**src/design/ggc_pkg.sv**
```systemverilog
// Shared types, widths and constants for the go-to-goal controller.
// No dependencies; imported by ggc_sermul and the top level.
`timescale 1ns / 1ps
`default_nettype none

package ggc_pkg;

  localparam int unsigned CORDIC_ITER_DEF = 16;
  localparam int unsigned ATAN_ENTRIES    = 24;
  localparam int unsigned IT_W            = 5;

  // CORDIC datapath widths
  localparam int unsigned XY_W  = 36;
  localparam int unsigned Z_W   = 20;
  localparam int unsigned ERR_W = 22;
  localparam int unsigned E13_W = 19;
  localparam int unsigned DIST_W = 34;

  // serial multiplier: signed A times unsigned 16-bit B
  localparam int unsigned MUL_A_W = 36;
  localparam int unsigned MUL_B_W = 16;
  localparam int unsigned MUL_P_W = 52;
  localparam int unsigned MUL_C_W = 4;

  localparam logic signed [ERR_W-1:0] ANG_PI      = 22'sd205887;
  localparam logic signed [ERR_W-1:0] ANG_TWO_PI  = 22'sd411775;
  localparam logic signed [Z_W-1:0]   ANG_HALF_PI = 20'sd102944;
  localparam logic [MUL_B_W-1:0]      INV_GAIN    = 16'd39797;

  // configuration register indexes
  localparam logic [2:0] CFG_GOAL_TOL   = 3'd0;
  localparam logic [2:0] CFG_MAX_LIN    = 3'd1;
  localparam logic [2:0] CFG_MAX_TURN   = 3'd2;
  localparam logic [2:0] CFG_TURN_THR   = 3'd3;
  localparam logic [2:0] CFG_TURN_GAIN  = 3'd4;
  localparam logic [2:0] CFG_STEER_GAIN = 3'd5;
  localparam logic [2:0] CFG_SPEED_GAIN = 3'd6;

  localparam logic CMD_GOAL = 1'b0;
  localparam logic CMD_TICK = 1'b1;

  typedef struct packed {
    logic               command;
    logic signed [31:0] point_x;
    logic signed [31:0] point_y;
    logic signed [15:0] heading;
  } ggc_in_t;

  typedef struct packed {
    logic [22:0]        linear_speed;
    logic signed [23:0] turn_rate;
    logic               arrived;
    logic               goal_active;
  } ggc_out_t;

  typedef enum logic [3:0] {
    ST_IDLE,
    ST_CORDIC,
    ST_MDIST,
    ST_WDIST,
    ST_DECIDE,
    ST_MLIN,
    ST_WLIN,
    ST_MRATE,
    ST_WRATE,
    ST_FINISH
  } ggc_state_e;

  // round(atan(2^-i) * 65536)
  function automatic logic [15:0] atan_q16(input logic [IT_W-1:0] idx);
    logic [15:0] v;
    case (idx)
      5'd0:    v = 16'd51472;
      5'd1:    v = 16'd30386;
      5'd2:    v = 16'd16055;
      5'd3:    v = 16'd8150;
      5'd4:    v = 16'd4091;
      5'd5:    v = 16'd2047;
      5'd6:    v = 16'd1024;
      5'd7:    v = 16'd512;
      5'd8:    v = 16'd256;
      5'd9:    v = 16'd128;
      5'd10:   v = 16'd64;
      5'd11:   v = 16'd32;
      5'd12:   v = 16'd16;
      5'd13:   v = 16'd8;
      5'd14:   v = 16'd4;
      5'd15:   v = 16'd2;
      5'd16:   v = 16'd1;
      default: v = 16'd0;
    endcase
    return v;
  endfunction

endpackage

`default_nettype wire

```
**src/design/unicycle_go_to_goal_controller.sv**
```systemverilog
// Go-to-goal proportional controller: iterative CORDIC plus serial multiplier.
// Depends on ggc_pkg and ggc_sermul.
//
//   channel | direction | handshake              | payload
//   in      | in        | in_valid_i / in_stall_o  | ggc_in_t
//   out     | out       | out_valid_o / out_stall_i| ggc_out_t
//   cfg     | in        | cfg_valid_i / cfg_ready_o| cfg_index_i, cfg_data_i
//
// Goal request: stored, no result. Tick without goal: a result that holds zeros.
// Tick with goal: CORDIC iterations, then the distance, linear-speed and rate
// products from the serial multiplier; an arrival skips the last two products
// and a turn in place skips the linear-speed product.
// Reset clears the goal and loads the register defaults.
// A waiting result holds in the output register; the core stalls only in its
// final step until that register frees up.
`timescale 1ns / 1ps
`default_nettype none

module unicycle_go_to_goal_controller #(
  parameter int unsigned CORDIC_ITERATIONS = ggc_pkg::CORDIC_ITER_DEF
) (
  input  wire logic              clk_i,
  input  wire logic              rst_ni,
  input  wire logic              in_valid_i,
  output logic                   in_stall_o,
  input  wire ggc_pkg::ggc_in_t  in_data_i,
  output logic                   out_valid_o,
  input  wire logic              out_stall_i,
  output ggc_pkg::ggc_out_t      out_data_o,
  input  wire logic              cfg_valid_i,
  output logic                   cfg_ready_o,
  input  wire logic [2:0]        cfg_index_i,
  input  wire logic [31:0]       cfg_data_i
);
  import ggc_pkg::*;

  // configuration
  logic [30:0] tol_q;
  logic [22:0] max_lin_q, max_turn_q;
  logic [14:0] thr_q;
  logic [15:0] turn_gain_q, steer_gain_q, speed_gain_q;

  assign cfg_ready_o = 1'b1;

  always_ff @(posedge clk_i or negedge rst_ni) begin
    if (!rst_ni) begin
      tol_q        <= 31'd9830;
      max_lin_q    <= 23'd32768;
      max_turn_q   <= 23'd65536;
      thr_q        <= 15'd2458;
      turn_gain_q  <= 16'd12288;
      steer_gain_q <= 16'd8192;
      speed_gain_q <= 16'd3277;
    end else if (cfg_valid_i) begin
      case (cfg_index_i)
        CFG_GOAL_TOL:   tol_q        <= cfg_data_i[30:0];
        CFG_MAX_LIN:    max_lin_q    <= cfg_data_i[22:0];
        CFG_MAX_TURN:   max_turn_q   <= cfg_data_i[22:0];
        CFG_TURN_THR:   thr_q        <= cfg_data_i[14:0];
        CFG_TURN_GAIN:  turn_gain_q  <= cfg_data_i[15:0];
        CFG_STEER_GAIN: steer_gain_q <= cfg_data_i[15:0];
        CFG_SPEED_GAIN: speed_gain_q <= cfg_data_i[15:0];
        default: ;
      endcase
    end
  end

  ggc_state_e state_q, state_d;

  logic                     in_acc, out_free;
  logic                     pend_q;
  logic signed [31:0]       goal_x_q, goal_y_q;
  logic signed [15:0]       hd_q;
  logic signed [XY_W-1:0]   x_q, y_q, x_d, y_d, x_init, y_init;
  logic signed [Z_W-1:0]    z_q, z_d, z_init;
  logic [IT_W-1:0]          it_q;
  logic [DIST_W-1:0]        dist_q;
  logic signed [E13_W-1:0]  e13_q, e13;
  logic [22:0]              lin_q, lin_sat;
  logic signed [23:0]       rate_q, rate_sat;
  logic                     arrived_q, active_q, turn_q;
  ggc_out_t                 out_q;
  logic                     out_valid_q;

  logic                     mul_start, mul_done;
  logic signed [MUL_A_W-1:0] mul_a;
  logic [MUL_B_W-1:0]       mul_b;
  logic signed [MUL_P_W-1:0] mul_p;

  logic                     last_iter, arrive, turn;

  assign in_stall_o = (state_q != ST_IDLE);
  assign in_acc     = in_valid_i && !in_stall_o;
  assign out_free   = !out_valid_q || !out_stall_i;
  assign last_iter  = (it_q == IT_W'(CORDIC_ITERATIONS - 1));

  // goal minus pose, rotated into the right half plane
  logic signed [32:0] dx, dy;
  logic signed [XY_W-1:0] dx_e, dy_e;
  always_comb begin
    dx   = {goal_x_q[31], goal_x_q} - {in_data_i.point_x[31], in_data_i.point_x};
    dy   = {goal_y_q[31], goal_y_q} - {in_data_i.point_y[31], in_data_i.point_y};
    dx_e = XY_W'(dx);
    dy_e = XY_W'(dy);
    x_init = dx_e;
    y_init = dy_e;
    z_init = '0;
    if (dx[32]) begin
      if (!dy[32]) begin
        x_init = dy_e;
        y_init = -dx_e;
        z_init = ANG_HALF_PI;
      end else begin
        x_init = -dy_e;
        y_init = dx_e;
        z_init = -ANG_HALF_PI;
      end
    end
  end

  // one CORDIC micro-rotation per cycle
  logic signed [XY_W-1:0] xs, ys;
  logic signed [Z_W-1:0]  at;
  always_comb begin
    xs = x_q >>> it_q;
    ys = y_q >>> it_q;
    at = $signed(Z_W'(atan_q16(it_q)));
    if (!y_q[XY_W-1]) begin
      x_d = x_q + ys;
      y_d = y_q - xs;
      z_d = z_q + at;
    end else begin
      x_d = x_q - ys;
      y_d = y_q + xs;
      z_d = z_q - at;
    end
  end

  // heading error, wrapped and rounded to Q3.13
  logic signed [ERR_W-1:0] err0, errw, errr;
  logic signed [E13_W-1:0] thr_s;
  always_comb begin
    err0 = ERR_W'(z_q) - ERR_W'($signed({hd_q, 3'b000}));
    if (err0 > ANG_PI) begin
      errw = err0 - ANG_TWO_PI;
    end else if (err0 < -ANG_PI) begin
      errw = err0 + ANG_TWO_PI;
    end else begin
      errw = err0;
    end
    errr   = errw + ERR_W'(4);
    e13    = errr[ERR_W-1:3];
    thr_s  = $signed(E13_W'(thr_q));
    turn   = (e13 > thr_s) || (-e13 > thr_s);
    arrive = (dist_q < DIST_W'(tol_q));
  end

  // clamps on multiplier results
  logic [37:0]        lin_full;
  logic signed [42:0] rate_full, max_t;
  always_comb begin
    lin_full  = mul_p[49:12];
    lin_sat   = (lin_full > 38'(max_lin_q)) ? max_lin_q : lin_full[22:0];
    rate_full = mul_p[MUL_P_W-1:9];
    max_t     = $signed(43'(max_turn_q));
    if (rate_full > max_t) begin
      rate_sat = 24'(max_t);
    end else if (rate_full < -max_t) begin
      rate_sat = 24'(-max_t);
    end else begin
      rate_sat = rate_full[23:0];
    end
  end

  // next state
  always_comb begin
    state_d = state_q;
    case (state_q)
      ST_IDLE: begin
        if (in_acc && in_data_i.command == CMD_TICK) begin
          state_d = pend_q ? ST_CORDIC : ST_FINISH;
        end
      end
      ST_CORDIC: if (last_iter) state_d = ST_MDIST;
      ST_MDIST:  state_d = ST_WDIST;
      ST_WDIST:  if (mul_done) state_d = ST_DECIDE;
      ST_DECIDE: begin
        if (arrive) begin
          state_d = ST_FINISH;
        end else if (turn) begin
          state_d = ST_MRATE;
        end else begin
          state_d = ST_MLIN;
        end
      end
      ST_MLIN:   state_d = ST_WLIN;
      ST_WLIN:   if (mul_done) state_d = ST_MRATE;
      ST_MRATE:  state_d = ST_WRATE;
      ST_WRATE:  if (mul_done) state_d = ST_FINISH;
      ST_FINISH: if (out_free) state_d = ST_IDLE;
      default:   state_d = ST_IDLE;
    endcase
  end

  // multiplier operand selection
  always_comb begin
    mul_start = 1'b0;
    mul_a     = '0;
    mul_b     = '0;
    case (state_q)
      ST_MDIST: begin
        mul_start = 1'b1;
        mul_a     = x_q;
        mul_b     = INV_GAIN;
      end
      ST_MLIN: begin
        mul_start = 1'b1;
        mul_a     = MUL_A_W'(dist_q);
        mul_b     = speed_gain_q;
      end
      ST_MRATE: begin
        mul_start = 1'b1;
        mul_a     = MUL_A_W'(e13_q);
        mul_b     = turn_q ? turn_gain_q : steer_gain_q;
      end
      default: ;
    endcase
  end

  ggc_sermul u_mul (
    .clk_i   (clk_i),
    .rst_ni  (rst_ni),
    .start_i (mul_start),
    .a_i     (mul_a),
    .b_i     (mul_b),
    .done_o  (mul_done),
    .p_o     (mul_p)
  );

  always_ff @(posedge clk_i or negedge rst_ni) begin
    if (!rst_ni) begin
      state_q     <= ST_IDLE;
      pend_q      <= 1'b0;
      goal_x_q    <= '0;
      goal_y_q    <= '0;
      it_q        <= '0;
      out_valid_q <= 1'b0;
    end else begin
      state_q <= state_d;
      if (in_acc && in_data_i.command == CMD_GOAL) begin
        goal_x_q <= in_data_i.point_x;
        goal_y_q <= in_data_i.point_y;
        pend_q   <= 1'b1;
      end else if (state_q == ST_DECIDE && arrive) begin
        pend_q <= 1'b0;
      end
      if (state_q == ST_CORDIC) begin
        it_q <= it_q + 1'b1;
      end else begin
        it_q <= '0;
      end
      if (state_q == ST_FINISH && out_free) begin
        out_valid_q <= 1'b1;
      end else if (!out_stall_i) begin
        out_valid_q <= 1'b0;
      end
    end
  end

  always_ff @(posedge clk_i) begin
    case (state_q)
      ST_IDLE: begin
        x_q       <= x_init;
        y_q       <= y_init;
        z_q       <= z_init;
        hd_q      <= in_data_i.heading;
        lin_q     <= '0;
        rate_q    <= '0;
        arrived_q <= 1'b0;
        active_q  <= 1'b0;
      end
      ST_CORDIC: begin
        x_q <= x_d;
        y_q <= y_d;
        z_q <= z_d;
      end
      ST_WDIST: if (mul_done) dist_q <= mul_p[49:16];
      ST_DECIDE: begin
        e13_q     <= e13;
        turn_q    <= turn;
        arrived_q <= arrive;
        active_q  <= !arrive;
      end
      ST_WLIN:  if (mul_done) lin_q <= lin_sat;
      ST_WRATE: if (mul_done) rate_q <= rate_sat;
      ST_FINISH: begin
        if (out_free) begin
          out_q.linear_speed <= lin_q;
          out_q.turn_rate    <= rate_q;
          out_q.arrived      <= arrived_q;
          out_q.goal_active  <= active_q;
        end
      end
      default: ;
    endcase
  end

  assign out_valid_o = out_valid_q;
  assign out_data_o  = out_q;

  a_arrive_clears: assert property (@(posedge clk_i) disable iff (!rst_ni)
    out_valid_o |-> !(out_data_o.arrived && out_data_o.goal_active))
    else $error("arrival reported with goal still active");

  a_stop_on_arrive: assert property (@(posedge clk_i) disable iff (!rst_ni)
    (out_valid_o && out_data_o.arrived) |->
      (out_data_o.linear_speed == '0 && out_data_o.turn_rate == '0))
    else $error("nonzero speed on arrival");

  a_mul_done_wait: assert property (@(posedge clk_i) disable iff (!rst_ni)
    mul_done |-> (state_q == ST_WDIST || state_q == ST_WLIN || state_q == ST_WRATE))
    else $error("multiplier finished outside a wait state");

  a_finish_load: assert property (@(posedge clk_i) disable iff (!rst_ni)
    (state_q == ST_FINISH && out_free) |=> (out_valid_o && state_q == ST_IDLE))
    else $error("result not loaded on finish");

endmodule

`default_nettype wire

```
**src/design/ggc_sermul.sv**
```systemverilog
// Bit-serial shift-add multiplier, one multiplier bit per cycle.
// Depends on ggc_pkg for widths.
`timescale 1ns / 1ps
`default_nettype none

module ggc_sermul (
  input  wire logic                             clk_i,
  input  wire logic                             rst_ni,
  input  wire logic                             start_i,
  input  wire logic signed [ggc_pkg::MUL_A_W-1:0] a_i,
  input  wire logic [ggc_pkg::MUL_B_W-1:0]      b_i,
  output logic                                  done_o,
  output logic signed [ggc_pkg::MUL_P_W-1:0]    p_o
);
  import ggc_pkg::*;

  logic signed [MUL_P_W-1:0] a_q, a_d, acc_q, acc_d;
  logic [MUL_B_W-1:0]        b_q, b_d;
  logic [MUL_C_W-1:0]        cnt_q, cnt_d;
  logic                      busy_q, busy_d, done_q, done_d;

  always_comb begin
    a_d    = a_q;
    b_d    = b_q;
    acc_d  = acc_q;
    cnt_d  = cnt_q;
    busy_d = busy_q;
    done_d = 1'b0;
    if (start_i) begin
      a_d    = MUL_P_W'(a_i);
      b_d    = b_i;
      acc_d  = '0;
      cnt_d  = '0;
      busy_d = 1'b1;
    end else if (busy_q) begin
      if (b_q[0]) begin
        acc_d = acc_q + a_q;
      end
      a_d   = a_q <<< 1;
      b_d   = b_q >> 1;
      cnt_d = cnt_q + 1'b1;
      if (cnt_q == MUL_C_W'(MUL_B_W - 1)) begin
        busy_d = 1'b0;
        done_d = 1'b1;
      end
    end
  end

  always_ff @(posedge clk_i or negedge rst_ni) begin
    if (!rst_ni) begin
      busy_q <= 1'b0;
      done_q <= 1'b0;
      cnt_q  <= '0;
    end else begin
      busy_q <= busy_d;
      done_q <= done_d;
      cnt_q  <= cnt_d;
    end
  end

  always_ff @(posedge clk_i) begin
    a_q   <= a_d;
    b_q   <= b_d;
    acc_q <= acc_d;
  end

  assign done_o = done_q;
  assign p_o    = acc_q;

endmodule

`default_nettype wire

```
**config.mk**
```make
export PLATFORM = sky130hd
export DESIGN_NAME = unicycle_go_to_goal_controller
export DESIGN_NICKNAME = d
export VERILOG_FILES = /design/src/design/ggc_pkg.sv /design/src/design/unicycle_go_to_goal_controller.sv /design/src/design/ggc_sermul.sv
export SDC_FILE = /design/constraint.sdc
export NUM_CORES = 2
export LEC_CHECK = 0
export BUFFER_PORTS_ARGS = -buffer_cell sky130_fd_sc_hd__buf_2
export CAP_MARGIN = 20
export CORE_MARGIN = 2
export CORE_UTILIZATION = 64
export CTS_CLUSTER_SIZE = 30
export DETAILED_ROUTE_END_ITERATION = 10
export HOLD_SLACK_MARGIN = 0.08
export PLACE_DENSITY = 0.82
export SYNTH_ARGS = -nofsm -noshare
export SYNTH_HDL_FRONTEND = slang
export SYNTH_SLANG_ARGS = --single-unit
export TNS_END_PERCENT = 1
```
**constraint.sdc**
```tcl
create_clock -name clk_i -period 9.8 [get_ports clk_i]
set_clock_uncertainty 0.2 [all_clocks]
set_input_delay 1.96 -clock clk_i [delete_from_list [all_inputs] [get_ports clk_i]]
set_output_delay 1.96 -clock clk_i [all_outputs]
set_load 0.05 [all_outputs]
```
==> PnR_summary.wiki <==
{| class="wikitable"
! Metric !! Value
|-
| Capture instance of the worst register-to-register path || turn_q
|-
| Type of destination of the critical path || flip-flop
|-
| Maximum number of pins on one net before global-route repair || 149
|-
| Number of primary I/O pins || 173
|-
| Setup bufs post-CTS || 0
|-
| Number of cell instances on the worst register-to-register path || 34
|-
| Adder and majority gate portion of the synthesized area || 10.62%
|-
| Detailed-router iteration count before antenna repair || 9
|-
| Met2 layer wire length in the routed design || 62.07 mm
|-
| Period utilisation layout || 87.97%
|-
| Highest routed metal layer || met5
|-
| Number of warnings issued by yosys || 0
|-
| Top flip-flop cell by instance count after synthesis || edfxtp_1
|-
| Cell Pwr Density || 122.8 nW/µm²
|-
| Endpoint arrival time on the critical path || 8.81 ns
|-
| Overall power || 6251 µW
|-
| Slack of the worst reg-to-reg path || 1.18 ns
|-
| Commonest cells after routing, fill and taps aside || nand2_1, nor2_1, o21ai_0
|-
| Final setup TNS || 0 ns
|-
| Number of instances on the worst hold path || 0
|-
| Worst r2r src || z_q[3]
|-
| CP Data Required Time || 9.99 ns
|-
| Synth Area in Simple Gates || 16.52%
|-
| Largest family of logic cells by synthesized area || compound AO/OA/AOI/OAI gates
|-
| Cts-stage hold buffer count || 0
|-
| Sequential cell area || 16,460 µm²
|-
| Min-delay src || lin_q[10]
|-
| Most frequent standard cell in the layout excluding fill and tap cells || nand2_1
|-
| Critical path launch point type || flip-flop
|-
| Number of instances in the synthesized netlist || 5,275
|-
| Synthesized netlist net count || 5,789
|-
| Ratio of routed vias to standard cells || 6.452
|-
| Average instance area after synthesis || 8.875 µm²
|-
| Worst Hold Class || reg -> reg
|-
| Worst setup path startpoint || z_q[3]
|-
| Slew margin rel. || 26.60%
|-
| Slowest-stage cell, CP || a41oi_2
|-
| Die Span X || 274.5 µm
|-
| Fraction of synthesis flops using an asynchronous set or reset pin || 36.77%
|-
| Number of buffers on the longest clock path || 3
|-
| Final count of negative-setup-slack endpoints || 0
|-
| Count of buffers from port buffering || 170
|-
| First DRT Iteration DRCs || 4,187
|-
| Post-cts sizing count || 0
|-
| Register area share after synthesis || 35.14%
|-
| Global-route wire length before repair || 207.5 mm
|-
| Highest net fanout along the worst path || 12
|-
| Xor/xnor share of the synthesized area || 6.871%
|-
| Initial antenna violation count || 2
|-
| Fin. max-slew vios || 0
|-
| Cell type with the highest occurrence count on the critical path || o21a_1
|-
| Cell at the root of the clock tree || clkbuf_16
|-
| Area of the die || 75,330 µm²
|-
| Run status || finished, final reports clean
|-
| Fraction of the mapped netlist area in compound gates || 19.39%
|-
| Final-report hold violation count || 0
|-
| Metal1 wirelength || 52.18 mm
|-
| Combined area of the multi-input logic cells || 28,370 µm²
|-
| Post-layout worst setup margin || 1.178 ns
|-
| Routed length on met3 || 11.05 mm
|-
| Peak per-stage delay on the critical path || 0.56 ns
|-
| # clock sinks || 601
|-
| Max-cap violation count || 0
|-
| Routed wirelength normalized by instance count || 20.93 µm
|-
| Final antenna-violating net count || 0
|-
| # nets final || 5,850
|-
| H-tree levels || 3
|-
| Flip-flop and latch count after synthesis || 601
|-
| Setup repair after global routing missed its margin || no
|-
| Final period demand of the worst path || 8.622 ns
|-
| Final wirelength || 133.0 mm
|-
| Clock-pin slew reported for the worst setup and hold paths after clock tree synthesis || 0.06 ns
|-
| Share of cell area taken by muxes after synthesis || 6.965%
|-
| Hpwl dp || 97.85 mm
|-
| Yosys cell types || 113
|-
| Worst min-delay path endpoint || out_data_o[36]
|-
| Area inside the core boundary || 72,710 µm²
|-
| Via count || 41,005
|-
| CTS tree || done
|-
| GPL Wtd Cong || 0.9804
|-
| Actual slew at the worst max-slew pin || 1.098 ns
|-
| Number of enable-type register cells in the synthesized netlist || 328
|-
| Vert. Die Dim || 274.5 µm
|-
| Detailed-route DRC error count || 0
|-
| Vias in the first global route || 38,883
|-
| IR Drop Worst-Case VDD || 0.1312 mV
|-
| Fillcell total || 5,550
|-
| Layout cell share with drive strength beyond 1 || 11.07%
|-
| Kind of critical path || reg -> reg
|-
| Worst skew pair latency || 0.65 ns
|-
| GRT Util Overall || 34.75%
|-
| P_leak || 0.02168 µW
|-
| Overflow left after global routing || 0
|-
| Syn-to-layout area delta || 8.726%
|-
| Effective utilization at floorplan || 64.39%
|-
| # rows || 99
|-
| Setup WS pre-CTS || 1.313 ns
|-
| Highest clock rate || 116.0 MHz
|-
| Synthesized area || 46,820 µm²
|-
| Clock buffer count from CTS || 70
|}
==> layout make-up <==
type                       instances  share of cell area, %
sequential                       601                  32.34
tap                              959                  2.357
multi-input combinational       4124                  55.74
inverter                         321                  2.367
clock inverter                    27                 0.7350
antenna                            2               0.009832
timing repair buffer             218                  2.463
clock buffer                     103                  3.985
==> kinds of logic (layout without fill, tap and decap cells) <==
| kind of cell | count (synthesis) | in the layout |
|---|---|---|
| simple gates | 1663 | 1663 |
| compound gates | 1467 | 1467 |
| flops | 601 | 601 |
| buf+inv | 550 | 669 |
| fa+ha+maj | 393 | 393 |
| xor+xnor | 363 | 363 |
| mux | 237 | 237 |
| other cells | 1 | 3 |
==> worst max-delay path, delay by kind of cell (launching register included) <==
family | cells | cell delay, ns
AO/OA/AOI/OAI | 19 | 4.14
multiplexers | 1 | 0.34
flip-flops | 1 | 0.40
adder cells (fa/ha/maj) | 4 | 1.32
XOR/XNOR | 3 | 1.18
AND/OR/NAND/NOR | 4 | 0.52
buffers and inverters | 3 | 0.25
==> report_power, final <==
part           internal [µW]  leakage [µW]  switching, µW
Clock                   1570       0.00117           1150
Combinational            273        0.0148            387
Sequential              2790       0.00572           78.1
Total                   4640        0.0217           1610
==> sequential cells by signal, indices dropped and copies added, names as in the netlist, 32 cells and up <==
register    flops
dist_q         34
goal_x_q       32
goal_y_q       32
out_data_o     49
u_mul.a_q      52
u_mul.p_o      52
x_q            36
y_q            36
==> metrics by stage <==
stage / cells / util, % / cell area (µm²) / hold WS, ns
floorplan: 5275 / - / 46820 / 0.2003
global placement: 6221 / 66.65 / 48460 / 0.2013
finish: 6355 / 70.01 / 50900 / 0.2176
global route: 6354 / 70.00 / 50900 / 0.2258
CTS: 6351 / 69.95 / 50860 / 0.2191
detailed placement: 6221 / 66.65 / 48460 / 0.2054
==> per-layer routing <==
layer,global-route usage [%],vias to the layer above
met3,4.309,433
li1,-,19190
met1,44.65,19398
met2,57.28,1982
met5,0,-
met4,18.78,2
==> synthesized netlist by cell type, types with 34 or more instances <==
library cell  instances  area (µm²)
nand2_1             600        2252
nor2_1              456        1712
o21ai_0             441        2207
a21oi_1             413        2067
ha_1                386        4830
edfxtp_1            328        9849
inv_1               318        1194
xnor2_1             233        2041
dfrtp_1             196        4905
clkbuf_1            183       686.9
a21o_1              141        1059
xor2_1              125        1095
nor3_1              100       500.5
mux2_2               87       979.7
mux2i_1              87       870.8
nand3_1              75       375.4
nor2b_1              73       456.7
o21a_1               70       525.5
and3_1               69       431.7
mux4_2               62        1396
a31oi_1              56       350.3
dfxtp_1              52        1041
o22ai_1              49       306.5
and2_1               44       275.3
or3_1                42       262.8
nand2b_1             40       250.2
nand4_1              40       250.2
a211oi_1             34       255.2
==> worst max-delay path by stage <==
stage	to
2_1_floorplan	x_q[0]
3_3_place_gp	turn_q
3_5_place_dp	turn_q
4_1_cts	turn_q
5_1_grt	turn_q
6_report	turn_q
(Power assumes the default switching activity.)
